[src/rtl/core/wcp_pkg.sv]
`timescale 1ns / 1ps
// ----------------------------------------------------------------------------
// wcp_pkg
// Shared constants and codes for the weighted channel picker.
// ----------------------------------------------------------------------------
package wcp_pkg;

   localparam int TABLE_DEPTH = 16;
   localparam int ADDR_W      = (TABLE_DEPTH > 1) ? $clog2(TABLE_DEPTH) : 1;
   localparam int CNT_W       = $clog2(TABLE_DEPTH + 1);

   localparam int CHAN_W   = 16;
   localparam int WEIGHT_W = 17;
   localparam int RAND_W   = 16;
   localparam int QIDX_W   = 8;
   localparam int PROB_W   = 17;
   localparam int STATUS_W = 3;
   localparam int KIND_W   = 2;

   // running total of up to TABLE_DEPTH weights of WEIGHT_W bits
   localparam int TOTAL_W  = WEIGHT_W + ADDR_W;
   localparam int PROD_W   = RAND_W + TOTAL_W;
   localparam int ENTRY_W  = CHAN_W + WEIGHT_W + TOTAL_W;

   localparam int ONE_Q16       = 65536;
   localparam int TOLERANCE_Q16 = 65;
   localparam int NORM_HIGH     = ONE_Q16 + TOLERANCE_Q16;
   localparam int NORM_LOW      = ONE_Q16 - TOLERANCE_Q16;

   // quotient bits of weight * 65536 / total, which never exceeds 65536
   localparam int DIV_STEPS = PROB_W;
   localparam int STEP_W    = $clog2(DIV_STEPS + 1);

   localparam logic [KIND_W-1:0] KIND_ADD   = 2'd0;
   localparam logic [KIND_W-1:0] KIND_DRAW  = 2'd1;
   localparam logic [KIND_W-1:0] KIND_QUERY = 2'd2;

   localparam logic [STATUS_W-1:0] ST_OK        = 3'd0;
   localparam logic [STATUS_W-1:0] ST_FULL      = 3'd1;
   localparam logic [STATUS_W-1:0] ST_ADD_NORM  = 3'd2;
   localparam logic [STATUS_W-1:0] ST_EMPTY     = 3'd3;
   localparam logic [STATUS_W-1:0] ST_BAD_INDEX = 3'd4;

endpackage

[src/rtl/core/wcp_req_if.sv]
`timescale 1ns / 1ps
// ----------------------------------------------------------------------------
// wcp_req_if
// Request channel: add, draw or query transactions with valid/ready.
// ----------------------------------------------------------------------------
interface wcp_req_if;
   logic                         valid;
   logic                         ready;
   logic [wcp_pkg::KIND_W-1:0]   kind;
   logic [wcp_pkg::CHAN_W-1:0]   channel_id;
   logic [wcp_pkg::WEIGHT_W-1:0] weight;
   logic [wcp_pkg::RAND_W-1:0]   random_value;
   logic [wcp_pkg::QIDX_W-1:0]   query_index;

   modport source (output valid, kind, channel_id, weight, random_value, query_index,
                   input ready);
   modport sink (input valid, kind, channel_id, weight, random_value, query_index,
                 output ready);
endinterface

[src/rtl/core/wcp_rsp_if.sv]
`timescale 1ns / 1ps
// ----------------------------------------------------------------------------
// wcp_rsp_if
// Response channel: picked channel, probability and status with valid/ready.
// ----------------------------------------------------------------------------
interface wcp_rsp_if;
   logic                         valid;
   logic                         ready;
   logic [wcp_pkg::CHAN_W-1:0]   picked_channel;
   logic [wcp_pkg::PROB_W-1:0]   probability;
   logic [wcp_pkg::STATUS_W-1:0] status;

   modport source (output valid, picked_channel, probability, status, input ready);
   modport sink (input valid, picked_channel, probability, status, output ready);
endinterface

[src/rtl/core/wcp_ram.sv]
`timescale 1ns / 1ps
// ----------------------------------------------------------------------------
// wcp_ram
// Generic single-write, single-read RAM with registered read data.
// ----------------------------------------------------------------------------
module wcp_ram #(
   parameter int WIDTH = 8,
   parameter int DEPTH = 16
) (
   input  logic                                     clock,
   input  logic                                     wr_en,
   input  logic [((DEPTH > 1) ? $clog2(DEPTH) : 1)-1:0] wr_addr,
   input  logic [WIDTH-1:0]                         wr_data,
   input  logic [((DEPTH > 1) ? $clog2(DEPTH) : 1)-1:0] rd_addr,
   output logic [WIDTH-1:0]                         rd_data
);

   logic [WIDTH-1:0] mem_ff [DEPTH];
   logic [WIDTH-1:0] rd_data_ff;

   always_ff @(posedge clock) begin
      if (wr_en) begin
         mem_ff[wr_addr] <= wr_data;
      end
      rd_data_ff <= mem_ff[rd_addr];
   end

   assign rd_data = rd_data_ff;

endmodule

[src/rtl/core/weighted_channel_picker.sv]
`timescale 1ns / 1ps
// ----------------------------------------------------------------------------
// weighted_channel_picker
// Channel table with Q1.16 weights and inverse-CDF draw on a supplied random.
// ----------------------------------------------------------------------------
//  channel   direction  handshake     contents
//  req_port  in         valid/ready   kind, channel_id, weight, random_value,
//                                     query_index
//  rsp_port  out        valid/ready   picked_channel, probability, status
//
//  One transaction at a time; req_port.ready is high only while idle.
//  Add, error cases and unused kinds go straight to S_DONE. Draw: a multiply up front,
//  then the entries are scanned in order through the single table read port.
//  Query: a table read, then when normalised the restoring divider, one quotient bit a cycle.
//  A new request is taken while the previous response waits on rsp_port.ready; a finished
//  result stalls only if that register is full. Reset empties table, total and flag.
// ----------------------------------------------------------------------------
module weighted_channel_picker (
   input  logic      clock,
   input  logic      reset,
   wcp_req_if.sink   req_port,
   wcp_rsp_if.source rsp_port
);

   localparam logic [2:0] S_IDLE = 3'd0;
   localparam logic [2:0] S_MUL  = 3'd1;
   localparam logic [2:0] S_RD   = 3'd2;
   localparam logic [2:0] S_EVAL = 3'd3;
   localparam logic [2:0] S_DIV  = 3'd4;
   localparam logic [2:0] S_DONE = 3'd5;

   localparam int CHAN_LO   = wcp_pkg::WEIGHT_W + wcp_pkg::TOTAL_W;
   localparam int WEIGHT_LO = wcp_pkg::TOTAL_W;
   localparam int QCMP_W    = wcp_pkg::CNT_W + wcp_pkg::QIDX_W;

   logic [2:0]                     state_ff, state_in;
   logic [wcp_pkg::CNT_W-1:0]      count_ff, count_in;
   logic [wcp_pkg::TOTAL_W-1:0]    total_ff, total_in;
   logic                           norm_ff, norm_in;
   logic [wcp_pkg::KIND_W-1:0]     kind_ff, kind_in;
   logic [wcp_pkg::RAND_W-1:0]     rnd_ff, rnd_in;
   logic [wcp_pkg::ADDR_W-1:0]     qaddr_ff, qaddr_in;
   logic [wcp_pkg::ADDR_W-1:0]     idx_ff, idx_in;
   logic [wcp_pkg::PROD_W-1:0]     prod_ff, prod_in;
   logic [wcp_pkg::TOTAL_W-1:0]    rem_ff, rem_in;
   logic [wcp_pkg::WEIGHT_W-1:0]   dsh_ff, dsh_in;
   logic [wcp_pkg::STEP_W-1:0]     step_ff, step_in;
   logic [wcp_pkg::CHAN_W-1:0]     pick_ff, pick_in;
   logic [wcp_pkg::PROB_W-1:0]     prob_ff, prob_in;
   logic [wcp_pkg::STATUS_W-1:0]   status_ff, status_in;

   logic                           rsp_valid_ff, rsp_valid_in;
   logic [wcp_pkg::CHAN_W-1:0]     rsp_pick_ff, rsp_pick_in;
   logic [wcp_pkg::PROB_W-1:0]     rsp_prob_ff, rsp_prob_in;
   logic [wcp_pkg::STATUS_W-1:0]   rsp_status_ff, rsp_status_in;

   logic                           accept;
   logic                           off_norm;
   logic                           wr_en;
   logic [wcp_pkg::TOTAL_W-1:0]    sum;
   logic [wcp_pkg::ADDR_W-1:0]     rd_addr;
   logic [wcp_pkg::ENTRY_W-1:0]    rd_data;
   logic [wcp_pkg::CHAN_W-1:0]     rd_chan;
   logic [wcp_pkg::WEIGHT_W-1:0]   rd_weight;
   logic [wcp_pkg::TOTAL_W-1:0]    rd_bound;
   logic                           hit;
   logic                           last;
   logic [wcp_pkg::TOTAL_W:0]      trial;
   logic                           qbit;

   assign accept = req_port.valid && req_port.ready;
   assign req_port.ready = (state_ff == S_IDLE);

   assign sum = total_ff + wcp_pkg::TOTAL_W'(req_port.weight);
   assign off_norm = (total_ff > wcp_pkg::TOTAL_W'(wcp_pkg::NORM_HIGH))
                  || (total_ff < wcp_pkg::TOTAL_W'(wcp_pkg::NORM_LOW));

   assign wr_en = accept && (req_port.kind == wcp_pkg::KIND_ADD) && !norm_ff
               && (count_ff < wcp_pkg::CNT_W'(wcp_pkg::TABLE_DEPTH));

   assign rd_addr = (kind_ff == wcp_pkg::KIND_DRAW) ? idx_ff : qaddr_ff;

   wcp_ram #(
      .WIDTH(wcp_pkg::ENTRY_W),
      .DEPTH(wcp_pkg::TABLE_DEPTH)
   ) u_table (
      .clock   (clock),
      .wr_en   (wr_en),
      .wr_addr (count_ff[wcp_pkg::ADDR_W-1:0]),
      .wr_data ({req_port.channel_id, req_port.weight, sum}),
      .rd_addr (rd_addr),
      .rd_data (rd_data)
   );

   assign rd_chan   = rd_data[CHAN_LO +: wcp_pkg::CHAN_W];
   assign rd_weight = rd_data[WEIGHT_LO +: wcp_pkg::WEIGHT_W];
   assign rd_bound  = rd_data[wcp_pkg::TOTAL_W-1:0];

   // normalised: random * total < bound * 65536
   assign hit = norm_ff ? (prod_ff < {rd_bound, 16'd0})
                        : (wcp_pkg::TOTAL_W'(rnd_ff) < rd_bound);
   assign last = (wcp_pkg::CNT_W'(idx_ff) + wcp_pkg::CNT_W'(1)) == count_ff;

   // restoring divider step
   assign trial = {rem_ff, dsh_ff[wcp_pkg::WEIGHT_W-1]};
   assign qbit  = trial >= {1'b0, total_ff};

   always_comb begin
      state_in      = state_ff;
      count_in      = count_ff;
      total_in      = total_ff;
      norm_in       = norm_ff;
      kind_in       = kind_ff;
      rnd_in        = rnd_ff;
      qaddr_in      = qaddr_ff;
      idx_in        = idx_ff;
      prod_in       = prod_ff;
      rem_in        = rem_ff;
      dsh_in        = dsh_ff;
      step_in       = step_ff;
      pick_in       = pick_ff;
      prob_in       = prob_ff;
      status_in     = status_ff;
      rsp_valid_in  = rsp_valid_ff && !rsp_port.ready;
      rsp_pick_in   = rsp_pick_ff;
      rsp_prob_in   = rsp_prob_ff;
      rsp_status_in = rsp_status_ff;

      unique case (state_ff)
         S_IDLE: begin
            if (accept) begin
               kind_in   = req_port.kind;
               rnd_in    = req_port.random_value;
               qaddr_in  = req_port.query_index[wcp_pkg::ADDR_W-1:0];
               idx_in    = '0;
               pick_in   = '0;
               prob_in   = '0;
               status_in = wcp_pkg::ST_OK;
               state_in  = S_DONE;
               unique case (req_port.kind)
                  wcp_pkg::KIND_ADD: begin
                     if (norm_ff) begin
                        status_in = wcp_pkg::ST_ADD_NORM;
                     end else if (!wr_en) begin
                        status_in = wcp_pkg::ST_FULL;
                     end else begin
                        total_in = sum;
                        count_in = count_ff + wcp_pkg::CNT_W'(1);
                     end
                  end
                  wcp_pkg::KIND_DRAW: begin
                     if (count_ff == '0) begin
                        status_in = wcp_pkg::ST_EMPTY;
                     end else begin
                        norm_in  = norm_ff || off_norm;
                        state_in = S_MUL;
                     end
                  end
                  wcp_pkg::KIND_QUERY: begin
                     if (QCMP_W'(req_port.query_index) >= QCMP_W'(count_ff)) begin
                        status_in = wcp_pkg::ST_BAD_INDEX;
                     end else begin
                        norm_in  = norm_ff || off_norm;
                        state_in = S_RD;
                     end
                  end
                  default: begin
                  end
               endcase
            end
         end
         S_MUL: begin
            prod_in  = wcp_pkg::PROD_W'(rnd_ff) * wcp_pkg::PROD_W'(total_ff);
            state_in = S_RD;
         end
         S_RD: begin
            state_in = S_EVAL;
         end
         S_EVAL: begin
            if (kind_ff == wcp_pkg::KIND_DRAW) begin
               // last entry read is the fallback when no bound is hit
               pick_in = rd_chan;
               if (hit || last) begin
                  state_in = S_DONE;
               end else begin
                  idx_in   = idx_ff + wcp_pkg::ADDR_W'(1);
                  state_in = S_RD;
               end
            end else if (!norm_ff) begin
               prob_in  = rd_weight;
               state_in = S_DONE;
            end else if (total_ff == '0) begin
               prob_in  = '0;
               state_in = S_DONE;
            end else begin
               // weight <= total, so the upper dividend bits sit below the divisor
               rem_in   = wcp_pkg::TOTAL_W'(rd_weight[wcp_pkg::WEIGHT_W-1:1]);
               dsh_in   = {rd_weight[0], (wcp_pkg::WEIGHT_W-1)'(0)};
               step_in  = '0;
               state_in = S_DIV;
            end
         end
         S_DIV: begin
            rem_in  = qbit ? wcp_pkg::TOTAL_W'(trial - {1'b0, total_ff})
                           : wcp_pkg::TOTAL_W'(trial);
            dsh_in  = {dsh_ff[wcp_pkg::WEIGHT_W-2:0], 1'b0};
            prob_in = {prob_ff[wcp_pkg::PROB_W-2:0], qbit};
            step_in = step_ff + wcp_pkg::STEP_W'(1);
            if (step_ff == wcp_pkg::STEP_W'(wcp_pkg::DIV_STEPS - 1)) begin
               state_in = S_DONE;
            end
         end
         S_DONE: begin
            if (!rsp_valid_ff || rsp_port.ready) begin
               rsp_valid_in  = 1'b1;
               rsp_pick_in   = pick_ff;
               rsp_prob_in   = prob_ff;
               rsp_status_in = status_ff;
               state_in      = S_IDLE;
            end
         end
         default: begin
            state_in = S_IDLE;
         end
      endcase
   end

   always_ff @(posedge clock) begin
      if (reset) begin
         state_ff     <= S_IDLE;
         count_ff     <= '0;
         total_ff     <= '0;
         norm_ff      <= 1'b0;
         rsp_valid_ff <= 1'b0;
      end else begin
         state_ff     <= state_in;
         count_ff     <= count_in;
         total_ff     <= total_in;
         norm_ff      <= norm_in;
         rsp_valid_ff <= rsp_valid_in;
      end
      kind_ff       <= kind_in;
      rnd_ff        <= rnd_in;
      qaddr_ff      <= qaddr_in;
      idx_ff        <= idx_in;
      prod_ff       <= prod_in;
      rem_ff        <= rem_in;
      dsh_ff        <= dsh_in;
      step_ff       <= step_in;
      pick_ff       <= pick_in;
      prob_ff       <= prob_in;
      status_ff     <= status_in;
      rsp_pick_ff   <= rsp_pick_in;
      rsp_prob_ff   <= rsp_prob_in;
      rsp_status_ff <= rsp_status_in;
   end

   assign rsp_port.valid          = rsp_valid_ff;
   assign rsp_port.picked_channel = rsp_pick_ff;
   assign rsp_port.probability    = rsp_prob_ff;
   assign rsp_port.status         = rsp_status_ff;

endmodule

[src/flat_wrapper.sv]
// flat-port wrapper written by rule: the top's interface ports become plain ports
module weighted_channel_picker_flat 
  (clock, reset, req_port_valid, req_port_kind, req_port_channel_id, req_port_weight, req_port_random_value, req_port_query_index, req_port_ready, rsp_port_valid, rsp_port_picked_channel, rsp_port_probability, rsp_port_status, rsp_port_ready);
  wcp_req_if req_port_i ();
  wcp_rsp_if rsp_port_i ();
  input  logic clock;
  input  logic reset;
  input wire logic [$bits(req_port_i.valid)-1:0] req_port_valid;
  input wire logic [$bits(req_port_i.kind)-1:0] req_port_kind;
  input wire logic [$bits(req_port_i.channel_id)-1:0] req_port_channel_id;
  input wire logic [$bits(req_port_i.weight)-1:0] req_port_weight;
  input wire logic [$bits(req_port_i.random_value)-1:0] req_port_random_value;
  input wire logic [$bits(req_port_i.query_index)-1:0] req_port_query_index;
  output wire logic [$bits(req_port_i.ready)-1:0] req_port_ready;
  output wire logic [$bits(rsp_port_i.valid)-1:0] rsp_port_valid;
  output wire logic [$bits(rsp_port_i.picked_channel)-1:0] rsp_port_picked_channel;
  output wire logic [$bits(rsp_port_i.probability)-1:0] rsp_port_probability;
  output wire logic [$bits(rsp_port_i.status)-1:0] rsp_port_status;
  input wire logic [$bits(rsp_port_i.ready)-1:0] rsp_port_ready;
  assign req_port_i.valid = req_port_valid;
  assign req_port_i.kind = req_port_kind;
  assign req_port_i.channel_id = req_port_channel_id;
  assign req_port_i.weight = req_port_weight;
  assign req_port_i.random_value = req_port_random_value;
  assign req_port_i.query_index = req_port_query_index;
  assign req_port_ready = req_port_i.ready;
  assign rsp_port_valid = rsp_port_i.valid;
  assign rsp_port_picked_channel = rsp_port_i.picked_channel;
  assign rsp_port_probability = rsp_port_i.probability;
  assign rsp_port_status = rsp_port_i.status;
  assign rsp_port_i.ready = rsp_port_ready;
  weighted_channel_picker u_core (.clock(clock), .reset(reset), .req_port(req_port_i), .rsp_port(rsp_port_i));
endmodule
[config.mk]
export PLATFORM = sky130hd
export DESIGN_NAME = weighted_channel_picker_flat
export DESIGN_NICKNAME = d
export VERILOG_FILES = /design/src/rtl/core/wcp_pkg.sv /design/src/rtl/core/wcp_req_if.sv /design/src/rtl/core/wcp_rsp_if.sv /design/src/rtl/core/wcp_ram.sv /design/src/rtl/core/weighted_channel_picker.sv /design/src/flat_wrapper.sv
export SDC_FILE = /design/constraint.sdc
export NUM_CORES = 2
export LEC_CHECK = 0
export BUFFER_PORTS_ARGS = -buffer_cell sky130_fd_sc_hd__buf_2
export CAP_MARGIN = 0
export CORE_MARGIN = 5
export CORE_UTILIZATION = 30
export CTS_CLUSTER_DIAMETER = 100
export CTS_CLUSTER_SIZE = 14
export DETAILED_ROUTE_END_ITERATION = 8
export PLACE_DENSITY = 0.5
export SKIP_LAST_GASP = 1
export SYNTH_ARGS = -nofsm -noshare
export SYNTH_HDL_FRONTEND = slang
export SYNTH_SLANG_ARGS = --single-unit
[constraint.sdc]
create_clock -name clock -period 6 [get_ports clock]
set_input_delay 0.6 -clock clock [delete_from_list [all_inputs] [get_ports clock]]
set_output_delay 0.6 -clock clock [all_outputs]
set_load 0.01 [all_outputs]
Word-level counts from Yosys, hierarchy flattened
Memory sizes are Yosys's and may differ from the RTL's. A register that Yosys moved wholly into a read port is not among the register bits.
Index checks and enable logic that the tools add are counted.
Word-level totals
  RAM bits: 864
  memories: 1
  register bits: 209
Memory list
  u_core.u_table.mem_ff: depth 16, bits a word 54, read ports 1, clocked after memory_dff 1, wr ports 1, RTL line wcp_ram.sv:18  | logic [WIDTH-1:0] mem_ff [DEPTH];
Cells by class
  bitwise logic cells: 1
  reduce and logical (&&, ||, !) cells: 29
  eq/ne operators: 21
  $mul: 1
  $lt $le $gt $ge: 7
  add/sub/neg operators: 6
  muxes and demuxes: 50
Operators by type and width (count)
  2-to-1 mux 17 bit: 7
  2-to-1 mux 21 bit: 4
  one-hot mux 17 bit (3 select lines): 1
  one-hot mux 21 bit (2 select lines): 1
  less-than comparator 37 bit: 1
  multiplier 16 x 21 -> 37 bit: 1
  one-hot mux 17 bit (2 select lines): 1
  2-to-1 mux 16 bit: 2
  one-hot mux 16 bit (2 select lines): 1
  2-to-1 mux 3 bit: 10
  >= comparator 22 x 21 -> 1 bit: 1
  adder 21 x 17 -> 21 bit: 1
  greater-than comparator 21 x 17 -> 1 bit, second input constant: 1
  logical NOT 21 bit: 1
  less-than comparator 16 x 21 -> 1 bit: 1
  less-than comparator 21 x 16 -> 1 bit, second input constant: 1
  subtractor 21 bit: 1
  one-hot mux 3 bit (6 select lines): 1
  2-to-1 mux 4 bit: 4
  2-to-1 mux 5 bit: 3
  inequality test 2 bit, second input constant: 6
  AND reduction 4 bit: 3
  adder 5 x 1 -> 5 bit, second input constant: 2
  one-hot mux 5 bit (2 select lines): 1
  31 further kinds: 59

Depth between registers and ports, before layout
  depth in word-level cells: 8
  depth in mapped cells: 24
  gate-level depth less buffers: 22

Modules after synthesis
From an unflattened synthesis, not the netlist that was laid out.
Second synthesis, totals
  cells, all modules: 3480
  area total of the unflattened synthesis: 53612.7 um^2
By module, submodules not included
  wcp_ram: area each 33439.6 um^2, instances 1, cells each 1394, sequential area each 27025.9 um^2
  weighted_channel_picker: area each 20173.1 um^2, instances 1, cells each 2086, sequential area each 5004.8 um^2

Worst setup path after synthesis
Ideal clock, no wire load.
  path type: register to register
  from: register u_core.state_ff[1]
  to: memory u_core.u_table.mem_ff[1][0] in the netlist's numbering (enable)
  slack: -0.678 ns
  period minus slack after synthesis: 6.678 ns
  data arrival time: 6.146 ns
  stages on the path, launching flop included: 10
  path through: dfxtp_1 > clkbuf_1 > nor3_1 > nand2_1 > inv_1 > and3_1 > clkbuf_1 > buf_1 > nand2_1 > nor3_1
On the way
  longest elaborated chain between the ends: 7
RTL lines
  start, declared: RTL line weighted_channel_picker.sv:36  | logic [2:0] state_ff, state_in;
  start signal, assigned: RTL line weighted_channel_picker.sv:236  | state_ff <= state_in;
  logical NOT 3 bit: RTL line weighted_channel_picker.sv:72  | assign req_port.ready = (state_ff == S_IDLE);
  named net req_port_ready: RTL line flat_wrapper.sv:14  | output wire logic [$bits(req_port_i.ready)-1:0] req_port_ready;
  logical AND 1 bit: RTL line weighted_channel_picker.sv:71  | assign accept = req_port.valid && req_port.ready;
  logical AND 1 bit (2 in a row): RTL line weighted_channel_picker.sv:78  | assign wr_en = accept && (req_port.kind == wcp_pkg::KIND_ADD) && !norm_ff
  logical AND 1 bit: RTL line weighted_channel_picker.sv:79  | && (count_ff < wcp_pkg::CNT_W'(wcp_pkg::TABLE_DEPTH));
  2-to-1 mux 1 bit: RTL line wcp_ram.sv:22  | if (wr_en) begin
  2-to-1 mux 1 bit (implied by the code): RTL line wcp_ram.sv:23  | mem_ff[wr_addr] <= wr_data;
  end, declared: RTL line wcp_ram.sv:18
The timed path passes the listed nets, and every way through them passes these cells.

Worst setup path in the final report
  from: register u_core.total_ff[8] in the netlist's numbering
  to: register u_core.prod_ff[34] in the netlist's numbering, data pin
On the way
  longest elaborated chain between the ends: 1
RTL lines
  start, declared: RTL line weighted_channel_picker.sv:38  | logic [wcp_pkg::TOTAL_W-1:0] total_ff, total_in;
  start signal, assigned: RTL line weighted_channel_picker.sv:238  | total_ff <= total_in;
  multiplier 16 x 21 -> 37 bit: RTL line weighted_channel_picker.sv:173  | prod_in = wcp_pkg::PROD_W'(rnd_ff) * wcp_pkg::PROD_W'(total_ff);
  end signal, assigned: RTL line weighted_channel_picker.sv:246  | prod_ff <= prod_in;
  end, declared: RTL line weighted_channel_picker.sv:44  | logic [wcp_pkg::PROD_W-1:0] prod_ff, prod_in;
No other way between the ends.
A chain may end at the register's enable or synchronous reset.

==> impl_results.md <==
- Final Hold Viols: 0
- Syn Inst Count: 3644
- Critical path's top delay family: adder cells
- Vias: 30908
- Ys flop type: edfxtp_1
- Setup violators final: 6
- Final wirelength: 148 mm
- Crit path DAT: 6.85 ns
- Most Crowded Layer GR: met2
- Initial Utilization: 30.1%
- Status: finished, violations left
- I/O pins: 101
- Yosys Warn Count: 0
- Synth top area cells: edfxtp_1 (56%), fa_1 (9.8%), mux4_2 (9.0%)
- Total gr overflow: 0
- Synth Register Bits: 1095
- Total CTS buffers: 93
- Commonest cells after routing, fill and taps aside: edfxtp_1 (1010), nand2_1 (378), inv_1 (377), fa_1 (251), mux4_2 (216)
- Initial DRC count: 2224
- Vias per cell: 4.86
- CP max-delay cell: fa_1
- Share of the clock period used by the worst path: 107%
- Avg Inst Size Synth: 14.9 um2
- Worst-Margin Slew: 1.39 ns
- Startpoint type of the worst setup path: register
- Clock buffer depth: 3
- Row count: 156
- Fin crit period: 6.42 ns
- GRT met1 Usage: 21.1%
- H-tree levels: 3
- Worst path required time: 6.42 ns
- RSZ-0062 raised after global routing: true
- P&R area growth vs syn: 16.4%
- RePlAce Congestion: 0.805
- Normalized max-slew margin: 6.76%
- Layout Nets: 4437
- Die Area: 189000 um2
- Root Driver: clkbuf_16
- Worst Setup End Kind: register
- Failing checks: setup timing
- HPWL after detailed placement: 96.1 mm
- Cell Area, Synth: 54200 um2
- First-pass GRT wire length: 218 mm
- Synthesized Nets: 4167
- ANT nets after route: 0
- Post-route clock skew: 0.0385 ns
- Clock Latency Late Sink: 0.72 ns
- Layout cells sized above 1: 20.6%
- Met2 Usage GRT: 25.2%
- Number of synthesized flops with an enable pin: 1010
- Setup WS post-layout: -0.422 ns
- CTS tree: built
- Max-cap viol count: 0
- Port Buffers: 100
- Min-delay worst type: in2reg
- Register area share after synthesis: 59.1%
- Final Max Slew Viols: 0
- VDD IR max: 0.000199 V
- Number of global-route vias before repair: 32113
- Initial antenna violation count: 24
- Placed inst area: 59500 um2
- Met3 GRT Util: 2.63%
- CTS clk-pin slew, worst paths: 0.07 ns
- Die height: 435 um
- PwrDens: 308 nW/um2
- Die W: 435 um
- Max Freq: 156 MHz
- CP Class: reg2reg
- GRT Total Usage: 15.4%
- Critical path, cell by cell: buf_12 -> buf_8 -> and2_4 -> fa_1 -> inv_2 -> fa_2 -> fa_1 -> inv_2 -> fa_2 -> fa_1 -> inv_2 -> fa_1 -> inv_2 -> ha_4 -> a2111oi_4 -> o21ai_1 -> a21oi_2 -> buf_4 -> o2111ai_4 -> a2111oi_4 -> buf_4 -> nor2_4 -> o22a_1 -> xor2_1
- Cell taking the most area after synthesis: edfxtp_1
- CTS Sinks: 1095
- Post-synth top area share: 55.9%
- Crit Path Max Fanout: 6
- DRC: 0
- Worst path bufs/invs: 8
- Synth cell types: 72
- Final instance area: 63100 um2
- Largest net degree at the start of global routing: 123
- First drt pass iteration count: 5
- Core area: 180000 um2
- Pleak: 23.0 nW
- FILL cells: 17453
- Delay of the slowest critical-path stage: 0.56 ns
- Synth async-reset ratio: 0%
- Commonest non-fill, non-tap cell in the layout: edfxtp_1
- Post-route setup TNS: -2.23 ns
- WL/cell: 23.3 um
state kept, by name, indices dropped and copies added, names as in the netlist:
register,cells
u_core.prod_ff,21
u_core.total_ff,21
u_core.rsp_port.valid,1
u_core.rem_ff,21
u_core.step_ff,5
u_core.state_ff,3
u_core.u_table.mem_ff,864
u_core.qaddr_ff,4
u_core.rsp_port.probability,17
u_core.u_table.rd_data,54
u_core.rnd_ff,16
u_core.kind_ff,2
u_core.pick_ff,16
u_core.rsp_port.picked_channel,16
u_core.dsh_ff,1
u_core.count_ff,5
u_core.norm_ff,1
u_core.status_ff,3
u_core.prob_ff,17
u_core.idx_ff,4
u_core.rsp_port.status,3
layer usage:
layer / wire length, um / part of all wire [%]
met4: 4200 / 2.8
met2: 70700 / 48
met1: 65000 / 44
met3: 8340 / 5.6
met5: 34 / 0.023
metrics by stage:
stage                     hold slack [ns]  utilization, %  cells  worst slack [ns]  power, W
final                              0.0847            35.0   6364            -0.422    0.0194
after floorplan                     0.400               -   3644           0.00169    0.0119
after global placement              0.402            33.0   6159            -0.749    0.0137
after global routing               0.0584            35.0   6360            -0.654    0.0204
after CTS                          0.0288            34.7   6339            -0.392    0.0196
after detailed placement            0.405            33.0   6159            -0.759    0.0137
repair_timing:
| action | in CTS | in global routing |
|---|---|---|
| gates resized for setup | 47 | 82 |
| cloned | 1 | 1 |
| buffers inserted | 10 | 19 |
| endpoints found under the hold margin | 0 | 0 |
| pin swaps | 17 | 44 |
| endpoints found under the setup margin | 17 | 21 |
| hold buffers | 0 | 0 |
cell type report:
class / count / area (um2) / area share (%)
clock buffer: 156 / 2610 / 4.13
timing repair buffer: 357 / 3080 / 4.88
sequential: 1095 / 32100 / 50.8
multi-input combinational: 1980 / 20700 / 32.9
inverter: 387 / 1450 / 2.30
tap: 2370 / 2970 / 4.70
antenna: 6 / 15.0 / 0.0238
clock inverter: 13 / 195 / 0.309
cells in the mapped netlist (6+ instances only):
library cell / number
edfxtp_1: 1010
inv_1: 386
nand2_1: 383
fa_1: 265
mux4_2: 216
and2_1: 210
ha_1: 195
clkbuf_1: 134
nor2_1: 93
dfxtp_1: 85
a21oi_1: 82
a31oi_1: 76
a211oi_1: 65
xnor2_1: 40
buf_2: 39
a21o_1: 35
nor3_1: 30
o21ai_1: 28
xor2_1: 23
nand3_1: 20
o21ai_0: 19
a22o_1: 18
nand4_1: 16
nor2b_1: 13
o211ai_1: 12
and3_1: 11
or3_1: 10
nand2b_1: 9
a2111oi_0: 8
o21a_1: 8
and4_1: 7
o31ai_1: 6
kinds of logic after synthesis:
logic type	share of synthesized area (%)
AOI/OAI and AO/OA	5.19
xor gates and xnor gates	1.02
adders and majority gates	14.3
buffers and inverters	4.06
DFF	59.1
muxes	9.09
and+or+nand+nor	7.28
final timing paths:
kind / depth (start not counted) / end / slack, ns / start
worst max register to register: 24 / u_core.prod_ff[34] / -0.42 / u_core.total_ff[8]
worst min-delay path: 1 / u_core.rnd_ff[0] / 0.08 / req_port_random_value[0]
worst max-delay path: 24 / u_core.prod_ff[34] / -0.42 / u_core.total_ff[8]
worst min register to register: 0 / u_core.rsp_port.picked_channel[9] / 0.42 / u_core.pick_ff[9]
power by group:
part | total (W) | internal [W] | switching, W
sequential | 0.00921 | 0.00886 | 0.000355
combinational | 0.00437 | 0.00181 | 0.00257
clock | 0.00583 | 0.00300 | 0.00283
Power figures use the tool's default switching activity.
